===== config.mk =====
export PLATFORM = sky130hd
export DESIGN_NAME = fspc_back
export DESIGN_NICKNAME = d
export VERILOG_FILES = /design/src/rtl/fspc_pkg.sv /design/src/rtl/fspc_back.sv
export SDC_FILE = /design/constraint.sdc
export NUM_CORES = 1
export LEC_CHECK = 0
export ABC_AREA = 1
export BUFFER_PORTS_ARGS = -buffer_cell sky130_fd_sc_hd__clkbuf_2
export CORE_MARGIN = 8
export CORE_UTILIZATION = 50
export DETAILED_ROUTE_END_ITERATION = 8
export HOLD_SLACK_MARGIN = 0.05
export PLACE_DENSITY = 0.84
export SYNTH_ARGS = -nofsm -noshare
export SYNTH_HDL_FRONTEND = slang
export SYNTH_SLANG_ARGS = --single-unit

===== constraint.sdc =====
create_clock -name clock -period 1.43 [get_ports clock]
set_input_delay 0.143 -clock clock [delete_from_list [all_inputs] [get_ports clock]]
set_output_delay 0.143 -clock clock [all_outputs]
set_load 0.03 [all_outputs]

===== src/rtl/fspc_pkg.sv =====
// Shared types, character codes and the byte classifier of the format checker.
// Depends on nothing; used by the front, back and top level.
package fspc_pkg;

   // Character codes the scanner reacts to.
   localparam logic [7:0] CH_PERCENT = 8'h25;
   localparam logic [7:0] CH_N_LOWER = 8'h6E;
   localparam logic [7:0] CH_DOLLAR  = 8'h24;
   localparam logic [7:0] CH_LESS    = 8'h3C;
   localparam logic [7:0] CH_MINUS   = 8'h2D;
   localparam logic [7:0] CH_HASH    = 8'h23;
   localparam logic [7:0] CH_PLUS    = 8'h2B;
   localparam logic [7:0] CH_SPACE   = 8'h20;
   localparam logic [7:0] CH_COMMA   = 8'h2C;
   localparam logic [7:0] CH_LPAREN  = 8'h28;
   localparam logic [7:0] CH_ZERO    = 8'h30;
   localparam logic [7:0] CH_NINE    = 8'h39;

   // Widths of the stream data buses.
   localparam int unsigned REQ_DATA_W = 8;
   localparam int unsigned RSP_DATA_W = 8;

   // Classified form of one request byte, as it travels through the queue.
   typedef struct packed {
      logic last;      // final byte of the string
      logic percent;   // '%'
      logic n_letter;  // 'n'
      logic digit;     // '0' to '9'
      logic less;      // '<'
      logic dollar;    // '$'
      logic flag;      // flag character or digit
      logic time_ltr;  // time conversion letter
   } class_type;

   // Time conversion letters: D F K M W Z k m w y z.
   function automatic logic is_time_letter(input logic [7:0] c);
      logic hit;
      begin
         unique case (c)
            8'h44, 8'h46, 8'h4B, 8'h4D, 8'h57, 8'h5A,
            8'h6B, 8'h6D, 8'h77, 8'h79, 8'h7A: hit = 1'b1;
            default: hit = 1'b0;
         endcase
         return hit;
      end
   endfunction

   // Reduce a byte to the few properties the mode machine looks at.
   function automatic class_type classify(input logic [7:0] c, input logic last);
      class_type k;
      logic      dig;
      begin
         dig        = (c >= CH_ZERO) && (c <= CH_NINE);
         k.last     = last;
         k.percent  = (c == CH_PERCENT);
         k.n_letter = (c == CH_N_LOWER);
         k.digit    = dig;
         k.less     = (c == CH_LESS);
         k.dollar   = (c == CH_DOLLAR);
         k.flag     = dig || (c == CH_MINUS) || (c == CH_HASH) || (c == CH_PLUS) ||
                      (c == CH_SPACE) || (c == CH_COMMA) || (c == CH_LPAREN);
         k.time_ltr = is_time_letter(c);
         return k;
      end
   endfunction

endpackage


===== src/rtl/fspc_back.sv =====
// Back end: runs the specifier mode machine on classified bytes and registers the verdict.
// Depends on fspc_pkg for the class type and bus widths.
module fspc_back (
   input  logic                           clock,
   input  logic                           reset,
   input  logic                           q_valid,
   input  fspc_pkg::class_type            q_class,
   output logic                           q_pop,
   output logic                           rsp_tvalid,
   input  logic                           rsp_tready,
   output logic [fspc_pkg::RSP_DATA_W-1:0] rsp_tdata
);
   import fspc_pkg::*;

   localparam logic [2:0] MODE_NORMAL = 3'd0;
   localparam logic [2:0] MODE_PCT    = 3'd1;
   localparam logic [2:0] MODE_DIGITS = 3'd2;
   localparam logic [2:0] MODE_LT     = 3'd3;
   localparam logic [2:0] MODE_FLAGS  = 3'd4;

   logic [2:0] mode_ff, mode_in, mode_step;
   logic [1:0] arg_ff, arg_in, arg_step, arg_inc;
   logic       unord_ff, unord_in, unord_step;
   logic       time_ff, time_in, time_step;
   logic       rsp_valid_ff, rsp_valid_in;
   logic       rsp_ok_ff, rsp_ok_in;
   logic       rsp_time_ff, rsp_time_in;
   logic [2:0] fb_mode;
   logic       fb_time;
   logic       verdict_ok;

   // A non-final byte always drains; a final byte needs room in the output register.
   assign q_pop = q_valid && (!q_class.last || !rsp_valid_ff || rsp_tready);

   // Leaving the flags part: a flag stays, anything else ends the specifier.
   assign fb_mode = q_class.flag ? MODE_FLAGS : MODE_NORMAL;
   assign fb_time = !q_class.flag && q_class.time_ltr;
   assign arg_inc = arg_ff[1] ? arg_ff : arg_ff + 2'd1;

   // One step of the mode machine; a seen time letter freezes the scan.
   always_comb begin
      mode_step  = mode_ff;
      arg_step   = arg_ff;
      unord_step = unord_ff;
      time_step  = time_ff;
      if (!time_ff) begin
         unique case (mode_ff)
            MODE_PCT: begin
               if (q_class.percent || q_class.n_letter) begin
                  mode_step = MODE_NORMAL;
               end else begin
                  arg_step = arg_inc;
                  if (q_class.digit) begin
                     mode_step = MODE_DIGITS;
                  end else if (q_class.less) begin
                     unord_step = 1'b1;
                     mode_step  = MODE_LT;
                  end else begin
                     unord_step = 1'b1;
                     mode_step  = fb_mode;
                     time_step  = fb_time;
                  end
               end
            end
            MODE_DIGITS: begin
               if (!q_class.digit) begin
                  if (!q_class.dollar) begin
                     unord_step = 1'b1;
                  end
                  mode_step = fb_mode;
                  time_step = fb_time;
               end
            end
            MODE_LT: begin
               if (q_class.dollar) begin
                  mode_step = MODE_FLAGS;
               end else begin
                  mode_step = fb_mode;
                  time_step = fb_time;
               end
            end
            MODE_FLAGS: begin
               mode_step = fb_mode;
               time_step = fb_time;
            end
            default: begin
               mode_step = (q_class.percent && !q_class.last) ? MODE_PCT : MODE_NORMAL;
            end
         endcase
      end
   end

   // The verdict uses the state as it stands after the final byte.
   assign verdict_ok = time_step || !(arg_step[1] && unord_step);

   // Commit the step; a final byte clears the scan state and loads the response.
   always_comb begin
      mode_in      = mode_ff;
      arg_in       = arg_ff;
      unord_in     = unord_ff;
      time_in      = time_ff;
      rsp_valid_in = rsp_valid_ff && !rsp_tready;
      rsp_ok_in    = rsp_ok_ff;
      rsp_time_in  = rsp_time_ff;
      if (q_pop) begin
         if (q_class.last) begin
            mode_in      = MODE_NORMAL;
            arg_in       = '0;
            unord_in     = 1'b0;
            time_in      = 1'b0;
            rsp_valid_in = 1'b1;
            rsp_ok_in    = verdict_ok;
            rsp_time_in  = time_step;
         end else begin
            mode_in  = mode_step;
            arg_in   = arg_step;
            unord_in = unord_step;
            time_in  = time_step;
         end
      end
   end

   always_ff @(posedge clock) begin
      if (reset) begin
         mode_ff      <= MODE_NORMAL;
         arg_ff       <= '0;
         unord_ff     <= 1'b0;
         time_ff      <= 1'b0;
         rsp_valid_ff <= 1'b0;
      end else begin
         mode_ff      <= mode_in;
         arg_ff       <= arg_in;
         unord_ff     <= unord_in;
         time_ff      <= time_in;
         rsp_valid_ff <= rsp_valid_in;
      end
   end

   // Response payload needs no reset.
   always_ff @(posedge clock) begin
      rsp_ok_ff   <= rsp_ok_in;
      rsp_time_ff <= rsp_time_in;
   end

   assign rsp_tvalid = rsp_valid_ff;
   assign rsp_tdata  = {(RSP_DATA_W - 2)'(0), rsp_time_ff, rsp_ok_ff};

endmodule


# Yosys cells after proc, flatten, opt, wreduce, memory -nomap -nowiden

Cells that the tools add are included.

Flip-flop bits (word level): 10

Add/subtract/negate cells: 1
Equality and inequality tests: 8
Multiplexer cells: 32
Reductions and logical operators: 18

Operators by type and width:

| operator            | count |
|---|---|
| $mux 3              | 8 |
| $mux 1              | 16 |
| $pmux 3 s4          | 1 |
| $mux 2              | 5 |
| $eq 3x2->1 const B  | 2 |
| $ne 2x2->1 const B  | 3 |
| $logic_and 1x1->1   | 5 |
| $logic_not 1->1     | 5 |
| $reduce_and 5->1    | 1 |
| $logic_or 1x1->1    | 4 |
| $pmux 1 s4          | 1 |
| $eq 3x1->1 const B  | 1 |
| $eq 3x3->1 const B  | 1 |
| $ne 3x3->1 const B  | 1 |
| $reduce_and 3->1    | 1 |
| $add 2x1->2 const B | 1 |
| $pmux 1 s2          | 1 |
| $reduce_and 2->1    | 1 |
| $reduce_bool 2->1   | 1 |

# Logic depth before layout (Yosys ltp)

Gate-level depths: netlist (run 1).

Depth after elaboration: 8
Gate-level depth with buffers: 10
Gate-level depth less buffers: 10

# Worst setup path before layout (run 1)

OpenSTA, ideal clock, no wires.

Kind: register to register
Start: reg rsp_valid_ff (netlist: rsp_tvalid)
End: reg mode_ff[1]
Library setup time: 0.070 ns
Data arrival time: 1.241 ns
Data required time: 1.360 ns
Slack: 0.120 ns
Cell stages (with the launch flop): 11
Buffers on the path: 0
Path through: dfxtp_1 inv_1 nor2_1 nand2_1 nand2_2 inv_2 nand2_2 nand2_1 inv_2 o21ai_1 a21oi_1

Cells in the longest elaborated chain, start to end: 5

RTL lines:

| item                              | line             | RTL |
|---|---|---|
| from (decl)                       | fspc_back.sv:25  | `logic rsp_valid_ff, rsp_valid_in;` |
| from (signal assigned)            | fspc_back.sv:135 | `rsp_valid_ff <= rsp_valid_in;` |
| $logic_not 1->1                   | fspc_back.sv:33  | `assign q_pop = q_valid && (!q_class.last \|\| !rsp_valid_ff \|\| rsp_tready);` |
| $logic_or 1x1->1 (2 in a row)     | fspc_back.sv:33  |  |
| $logic_and 1x1->1                 | fspc_back.sv:33  |  |
| net q_pop                         | fspc_back.sv:8   | `output logic q_pop,` |
| $reduce_and 3->1 (no source line) | n/a              |  |
| to (signal assigned)              | fspc_back.sv:131 | `mode_ff <= mode_in;` |
| to (decl)                         | fspc_back.sv:21  | `logic [2:0] mode_ff, mode_in, mode_step;` |

The timed path passes the listed nets, and every way through them passes these cells.
A chain may end at the register's enable or synchronous reset.

# Final worst setup path (run 1)

Start: reg mode_ff[1]
End: reg rsp_ok_ff, data pin

Cells in the longest elaborated chain, start to end: 6
Elaborated cells between the ends (all ways): 13
Those cells by class: eq/ne: 4; mux: 6; reduce/logical: 3

RTL lines:

| item                                            | line             | RTL |
|---|---|---|
| $eq 3x2->1 / $eq 3x1->1 (equally long branches) | fspc_back.sv:47  | `unique case (mode_ff)` |
| $pmux 1 s2 / $mux 2 (equally long branches)     | fspc_back.sv:47  |  |
| $mux 1 / $mux 2 (equally long branches)         | fspc_back.sv:46  | `if (!time_ff) begin` |
| $logic_and 1x1->1                               | fspc_back.sv:94  | `assign verdict_ok = time_step \|\| !(arg_step[1] && unord_step);` |
| $logic_not 1->1                                 | fspc_back.sv:94  |  |
| $logic_or 1x1->1 (*)                            | fspc_back.sv:94  |  |
| net verdict_ok                                  | fspc_back.sv:30  | `logic verdict_ok;` |
| to (signal assigned)                            | fspc_back.sv:141 | `rsp_ok_ff <= rsp_ok_in;` |
| to (decl)                                       | fspc_back.sv:26  | `logic rsp_ok_ff, rsp_ok_in;` |

The timed path passes the listed nets; every way through them passes the cells marked *. The select of a mux whose other input is x is not followed.

==> metrics.cfg, run 1 <==
[setup_path]
arrival_ns=1.35
worstSetupStartpointType=flop
end_kind=flop
path_class=flop to flop
crit_fanout=6
slowest_stage=dfxtp_2
cp.required_ns=1.44
critical_path.cell_chain=inv_2 -> nand3_4 -> inv_2 -> nand3_1 -> nand3_1 -> nor2_2 -> nand3b_1
critPathMaxStageDelay_ns=0.37

[floorplan]
fp.dieW_um=55.6
core_um2=1490
die_area_um2=3100
io_pins=22
initial_core_util_pct=52.8
die_h_um=55.6
rows=14

[yosys]
syn_avg_cell_area_um2=6.89
synth_seq_cells=10
synth_top_area_share_pct=20.4
yosysUniqueCellTypes=28
syn_inst=114
synth_area_leaders=dfxtp_1 (20%), nand2_1 (10%), buf_4 (7.6%), edfxtp_1 (7.6%), nand3_1 (5.7%)
synthesis.area_um2=786
synth_top_area_cell=dfxtp_1
synth_warnings=0
synth.yosys.seq_area_share_pct=28.0

[worst_hold_path]
hp-class=primary input to flop

[routing]
drt-initial-drc-count=26
wirelength_um=1800
via_per_inst=5.16
drtAntennaViolNets=0
wl_per_cell_um=12.3
first_pass_iters=4
drc_errors=0
num_vias=753

[power_and_ir_drop]
ir_drop_mv=0.290
p_leak_nw=0.440
powerDensity_nw_per_um2=746

[timing]
tns_ns=0
finClkSkew_ns=0.00349
period_minus_slack_ns=1.34
maxClockFrequency_mhz=746
hold_slack_ns=0.0884
setup_violations=0
drv_slew=0
period_share_pct=93.7
finalHoldViolations=0
rsz0062_at_grt=no

[layout]
fin_nets=143
num-fill-cells=130
multi_input_area_um2=450
regArea_um2=224
syn_to_final_growth_pct=11.6
n_antenna_cell=0
drive_gt1_share_pct=35.4

[cts]
cts_htree_levels=1
cts-root-buf=clkbuf_4
cts_buffer_depth=2
cts.sinks=10
numCtsBuffers=3
clk_latency_ns=0.26
cts_tree=yes
clk_pin_slew_ns=0.07
ctsHoldBuffers=0

[grt]
grt_overflow=0
grt_max_degree=7
grt_pass1_vias=745
track_usage_pct=12.1
grt_pass1_wl_um=3140
grt_antenna_before_repair=0

[place]
gp_congestion=0.960
io_buffers=15
hpwl_um=1490

[job]
drv_cap=0

[status]
outcome=completed

[cell usage after synthesis (all sizes together)]
cell    count
a21oi       5
a31oi       1
buf         8
conb        1
dfxtp       8
edfxtp      2
inv        21
nand2      26
nand3      13
nand3b      1
nand4       2
nor2       13
nor3        3
o211ai      2
o21ai       6
o21bai      1
or2         1
[metal layers]
metal  global-route usage, %  share of wire (%)  vias up
met1                    12.4                 43      320
met4                    10.2                4.1        0
met3                    4.79                7.9       11
met2                    18.9                 45       35
met5                       0                  0        -
li1                        -                  -      387
[final cells by class]
type                            instances  area share [%]
Clock inverter                          1           0.428
Multi-Input combinational cell         80            51.4
Clock buffer                            3            2.57
Tap cell                               16            2.28
Inverter                               21            9.27
Sequential cell                        10            25.5
Timing Repair Buffer                   15            8.56
[final timing paths]
kind	from	end	slack, ns	cells after the start
worst min-delay path	reset	mode_ff[2]	0.09	2
worst max-delay path	mode_ff[1]	rsp_ok_ff	0.09	7
worst min register to register	unord_ff	unord_ff	0.48	2
worst max register to register	mode_ff[1]	rsp_ok_ff	0.09	7
[placed cells by master (no fill, tap or decap), types with 3 or more instances in the layout]
master and n:
a21oi_1 3, clkbuf_2 15, clkbuf_4 3, conb_1 6, dfxtp_1 5, dfxtp_2 3
inv_1 12, inv_2 8, nand2_1 21, nand2_2 3, nand3_1 9, nand3_2 3
nor2_1 10, nor3_1 3, o21ai_1 4
[registers in the layout (all words and copies together) (netlist names)]
name and count:
arg_ff 2, mode_ff 3, rsp_ok_ff 1, rsp_time_ff 1, rsp_tvalid 1, time_ff 1, unord_ff 1
[power by group]
part | switching [W] | internal, W
logic | 0.000108 | 0.0000465
registers | 0.00000674 | 0.000295
clock network | 0.0000969 | 0.000101
[per-stage QoR]
| step | cell area (um^2) | util, % | setup WS (ns) | total power, W | instances |
|---|---|---|---|---|---|
| 6_report | 877 | 58.9 | 0.0904 | 0.000654 | 146 |
| 5_1_grt | 877 | 58.9 | 0.00247 | 0.000684 | 146 |
| 4_1_cts | 866 | 58.2 | 0.0453 | 0.000655 | 146 |
| 3_5_place_dp | 840 | 56.4 | 0.0694 | 0.000459 | 142 |
| 3_3_place_gp | 840 | 56.4 | 0.159 | 0.000456 | 142 |
| 2_1_floorplan | 805 | - | 0.120 | 0.000430 | 119 |
[worst max-delay path: cells and delay by family (launching register included)]
| family | cells | cell delay, ns |
|---|---|---|
| buffers and inverters | 2 | 0.14 |
| flip-flops | 1 | 0.37 |
| AND/OR/NAND/NOR | 5 | 0.56 |
[cells by family after synthesis]
family	Yosys count	share of synthesized area, %
compound gates	15	12.7
buf+inv	29	18.0
flops	10	28.0
other cells	1	0.477
simple gates	59	40.8
[repair_timing]
action / in CTS / in global routing
buffers inserted: 0 / 0
endpoints found under the setup margin: 0 / 1
gates resized for setup: 0 / 4
Power figures use the tool's default switching activity.
==> run 2, diff against run 1 <==
--- a/config.mk
+++ b/config.mk
@@ -17 +17,2 @@
 export SYNTH_SLANG_ARGS = --single-unit
+export TNS_END_PERCENT = 30
--- a/constraint.sdc
+++ b/constraint.sdc
@@ -3,2 +3,2 @@
 set_output_delay 0.143 -clock clock [all_outputs]
-set_load 0.03 [all_outputs]
+set_load 0.1 [all_outputs]
==> metrics.cfg, run 2 (same netlist as run 1, synthesis figures left out) <==
[setup_path]
r2r_start=mode_ff[1]
reg2regPathDepth=7  ; unchanged
end_kind=flop
path_class=flop to flop
worstSetupStartpointType=flop
rr_endpoint=rsp_ok_ff
crit_fanout=6  ; unchanged
cp.required_ns=1.45  ; about the same
arrival_ns=1.37  ; +0.02 ns
r2r_slack_ns=0.08  ; about the same

[place]
hpwl_um=1440  ; -3.4%
gp_congestion=0.950  ; -1.0%
placed_cell_area_um2=861  ; +2.5%
dp_slack_ns=0.0836  ; +0.0142 ns
io_buffers=15  ; unchanged

[job]
drv_cap=0  ; unchanged

[floorplan]
fp.dieW_um=55.6  ; unchanged
die_area_um2=3100  ; unchanged
die_h_um=55.6  ; unchanged
core_um2=1490  ; unchanged
io_pins=22  ; unchanged
rows=14  ; unchanged
initial_core_util_pct=52.8  ; unchanged

[layout]
regMostFlops=mode_ff
mostFrequentLayoutCells=nand2_1 (21), clkbuf_2 (14), inv_1 (12)
layout_commonest_cell=nand2_1
final_cell_area_um2=890  ; +1.4%
drive_gt1_share_pct=34.6  ; -0.77 points
fin_nets=143  ; unchanged
reg.largest.list=mode_ff: 3 flops, arg_ff: 2 flops
n_antenna_cell=0  ; unchanged
largest_reg_flops=3  ; unchanged
syn_to_final_growth_pct=13.2

[timing]
tns_ns=0  ; unchanged
setup_slack_ns=0.0758  ; -0.0146 ns
period_share_pct=94.7  ; +1.0 points
setup_violations=0  ; unchanged
max_slew_margin_pct=63.9
period_minus_slack_ns=1.35  ; +0.0146 ns
maxClockFrequency_mhz=738  ; -1.1%
drv_slew=0  ; unchanged
rsz0062_at_grt=no
finalHoldViolations=0  ; unchanged
finClkSkew_ns=0.00653  ; +0.00303 ns
tightest_slew_ns=0.543

[power_and_ir_drop]
p_seq_share_pct=40.9  ; -5.2 points
p_switching_w=0.000280  ; +32%
ir_drop_mv=0.513  ; +77%
powerDensity_nw_per_um2=825  ; +11%
p_leak_nw=0.444  ; +1.0%
p_clk_share_pct=27.3  ; -2.9 points
power.total_w=0.000734  ; +12%
p_int_w=0.000454  ; +2.6%
p_sw_share_pct=38.2  ; +5.8 points
p_comb_share_pct=31.8  ; +8.2 points

[routing]
drt-initial-drc-count=17  ; -35%
first_pass_iters=4  ; unchanged
via_per_inst=5.08  ; -1.6%
wl_per_cell_um=11.5  ; -6.7%
drtAntennaViolNets=0  ; unchanged
drc_errors=0  ; unchanged
num_vias=741  ; -1.6%
wirelength_um=1680  ; -6.7%

[grt]
grt_antenna_before_repair=0  ; unchanged
grt_overflow=0  ; unchanged
track_usage_pct=11.3  ; -0.86 points
grt_pass1_vias=709  ; -4.8%
grt_pass1_wl_um=2930  ; -6.8%
grt_max_degree=7  ; unchanged

[worst_hold_path]
hp-start=reset
hold_path_depth=2  ; unchanged
hp-class=primary input to flop
worstHoldEndpoint=mode_ff[2]

[cts]
cts_buffer_depth=2  ; unchanged
ctsHoldBuffers=0  ; unchanged
clk_latency_ns=0.26  ; about the same
cts-root-buf=clkbuf_4
cts_htree_levels=1  ; unchanged
postCtsSetupBuffers=0  ; unchanged
cts.sinks=10  ; unchanged
clk_pin_slew_ns=0.07  ; about the same
cts_tree=yes
numCtsBuffers=3  ; unchanged

[status]
outcome=completed

[run 2: worst max-delay path by stage]
stage / start / endpoint / slack, ns
final: mode_ff[1] / rsp_ok_ff / 0.08
after global routing: mode_ff[1] / rsp_ok_ff / 0.01
after CTS: mode_ff[1] / rsp_ok_ff / 0.08
after detailed placement: mode_ff[1] / rsp_ok_ff / 0.08
after global placement: mode_ff[1] / rsp_ok_ff / 0.16
after floorplan: rsp_tvalid / mode_ff[1] / 0.02
[run 2: power groups by stage]
stage	clock [W]	sequential (W)	combinational, W
2_1_floorplan	0	0.000317	0.000186
3_3_place_gp	0	0.000306	0.000228
3_5_place_dp	0	0.000307	0.000231
4_1_cts	0.000209	0.000300	0.000232
5_1_grt	0.000220	0.000301	0.000250
6_report	0.000201	0.000300	0.000233
[run 2: per-stage QoR]
step | hold WS [ns] | utilization [%] | std cells
final | 0.107 | 59.7 | 146
after global routing | 0.0954 | 59.7 | 146
after detailed placement | 0.378 | 57.8 | 142
after CTS | 0.0963 | 59.6 | 146
after floorplan | 0.205 | - | 119
after global placement | 0.372 | 57.8 | 142
[run 2: layout make-up]
cell class,instances,area (um^2)
fill,136,599
multi-input combinational,80,445
sequential,10,224
timing repair buffer,15,90.1
inverter,21,83.8
clock buffer,4,26.3
tap,16,20.0
[run 2: metal layers]
metal	global-route usage, %	vias to the layer above	wire (um)
met1	13.1	318	746
li1	-	384	-
met5	0	-	0
met4	9.51	0	60
met3	2.05	4	116
met2	17.3	35	755
[run 2: worst max-delay path, stage by stage (launching register included)]
cell and delay (ns):
dfxtp_1 0.40, inv_2 0.09, nand3_4 0.14, inv_2 0.06, nand3_1 0.10, nand3_1 0.10
nor2_2 0.13, nand3b_1 0.09
[run 2: repair_timing]
action	CTS	global route
resized for setup	0	1
endpoints found under the hold margin	0	0
setup endpoints to repair	0	1
==> run 3, diff against run 2 <==
Settings changed: RECOVER_POWER set to 100.
==> metrics.cfg, run 3 (same netlist as run 1, synthesis figures left out) <==
[floorplan]
core_um2=1490  ; unchanged
rows=14  ; unchanged
die_area_um2=3100  ; unchanged
io_pins=22  ; unchanged
fp.dieW_um=55.6  ; unchanged
initial_core_util_pct=52.8  ; unchanged
die_h_um=55.6  ; unchanged

[routing]
num_vias=738  ; -0.40%
wl_per_cell_um=11.5  ; -0.12%
drtAntennaViolNets=0  ; unchanged
drt-initial-drc-count=19  ; +2
wirelength_um=1680  ; -0.12%
drc_errors=0  ; unchanged
via_per_inst=5.05  ; -0.40%
first_pass_iters=4  ; unchanged

[cts]
cts_buffer_depth=2  ; unchanged
cts_tree=yes
cts.sinks=10  ; unchanged
cts_htree_levels=1  ; unchanged
ctsHoldBuffers=0  ; unchanged
numCtsBuffers=3  ; unchanged
cts-root-buf=clkbuf_4
clk_latency_ns=0.26  ; about the same
clk_pin_slew_ns=0.07  ; about the same
postCtsSetupBuffers=0  ; unchanged

[worst_hold_path]
hp-class=primary input to flop
hp-start=reset
hold_path_depth=2  ; unchanged

[layout]
regMostFlops=mode_ff
largest_reg_flops=3  ; unchanged
mostFrequentLayoutCells=nand2_1 (22), clkbuf_2 (14), inv_1 (13)
fin_nets=143  ; unchanged
n_antenna_cell=0  ; unchanged
reg.largest.list=mode_ff: 3 flops, arg_ff: 2 flops
drive_gt1_share_pct=33.1  ; -1.5 points
syn_to_final_growth_pct=11.8
layout_commonest_cell=nand2_1

[place]
hpwl_um=1440  ; unchanged
gp_congestion=0.950  ; unchanged
io_buffers=15  ; unchanged
dp_slack_ns=0.0836  ; unchanged

[setup_path]
path_class=flop to flop
r2r_start=mode_ff[1]
end_kind=flop
crit_fanout=6  ; unchanged
cp.required_ns=1.45  ; about the same
worstSetupStartpointType=flop
arrival_ns=1.37  ; about the same
critPathLaunch=mode_ff[1]
reg2regPathDepth=7  ; unchanged

[timing]
drv_slew=0  ; unchanged
period_share_pct=94.8  ; +0.13 points
finalHoldViolations=0  ; unchanged
finClkSkew_ns=0.00653  ; +0.00000264 ns
maxClockFrequency_mhz=737  ; -0.14%
hold_slack_ns=0.107  ; -0.0000330 ns
tns_ns=0  ; unchanged
rsz0062_at_grt=no
tightest_slew_ns=0.543  ; unchanged
setup_violations=0  ; unchanged
period_minus_slack_ns=1.36  ; +0.00191 ns
setup_slack_ns=0.0739  ; -0.00191 ns
max_slew_margin_pct=63.9  ; unchanged

[power_and_ir_drop]
ir_drop_mv=0.513  ; about the same
powerDensity_nw_per_um2=830  ; +0.52%
p_leak_nw=0.442  ; -0.51%

[grt]
grt_overflow=0  ; unchanged
track_usage_pct=11.3  ; unchanged
grt_antenna_before_repair=0  ; unchanged
grt_pass1_wl_um=2930  ; unchanged
grt_max_degree=7  ; unchanged
grt_pass1_vias=709  ; unchanged

[job]
drv_cap=0  ; unchanged

[status]
outcome=completed

-- run 3: cell count changes in the layout (fill, tap and decap cells not counted) --
cell / change
nand2_1: +1
buf_12: -1
buf_6: +1
o21ai_0: +1
o21ai_1: -1
inv_2: -1
inv_1: +1
nand2_2: -1
-- run 3: path summary, 6_finish.rpt --
check	endpoint	slack [ns]
min reg2reg	unord_ff	0.47
max	rsp_ok_ff	0.07
max reg2reg	rsp_ok_ff	0.07
min	mode_ff[2]	0.11
-- run 3: per-stage QoR --
stage / power, W / std cells / cell area [um^2] / util [%]
after CTS: 0.000741 / 146 / 887 / 59.6
final: 0.000729 / 146 / 878 / 59.0
after detailed placement: 0.000538 / 142 / 861 / 57.8
after floorplan: 0.000503 / 119 / 811 / -
after global placement: 0.000534 / 142 / 861 / 57.8
after global routing: 0.000766 / 146 / 878 / 59.0
-- run 3: repair_timing --
| action | in CTS | in global routing |
|---|---|---|
| gates resized for setup | 0 | 1 |
| endpoints found under the hold margin | 0 | 0 |
| setup endpoints to repair | 0 | 1 |
-- run 3: per-layer routing --
layer  routed length (um)  vias to the layer above  global-route usage, %
met3                  112                        4                   2.05
met5                    0                        -                      0
met2                  755                       32                   17.3
met4                   60                        0                   9.51
li1                     -                      384                      -
met1                  748                      318                   13.1
-- run 3: area by class of cell --
cell class	count	area, um^2
repair buffers	15	81.3
clock buffers	4	26.3
multi-input cells	80	443
inverters	21	83.8
fillers	140	611
flip-flops and latches	10	224
well taps	16	20.0
-- run 3: worst max-delay path: stages, from the launching register on --
cell and delay (ns):
dfxtp_1 0.41, inv_2 0.09, nand3_4 0.14, inv_2 0.06, nand3_1 0.10, nand3_1 0.10
nor2_2 0.13, nand3b_1 0.09
-- run 3: power by group --
part           switching (W)  leakage [nW]  internal (W)  total, W
clock network      0.0000929        0.0150      0.000108  0.000201
logic               0.000179         0.345     0.0000486  0.000228
registers         0.00000652        0.0819      0.000294  0.000300
total               0.000279         0.442      0.000450  0.000729
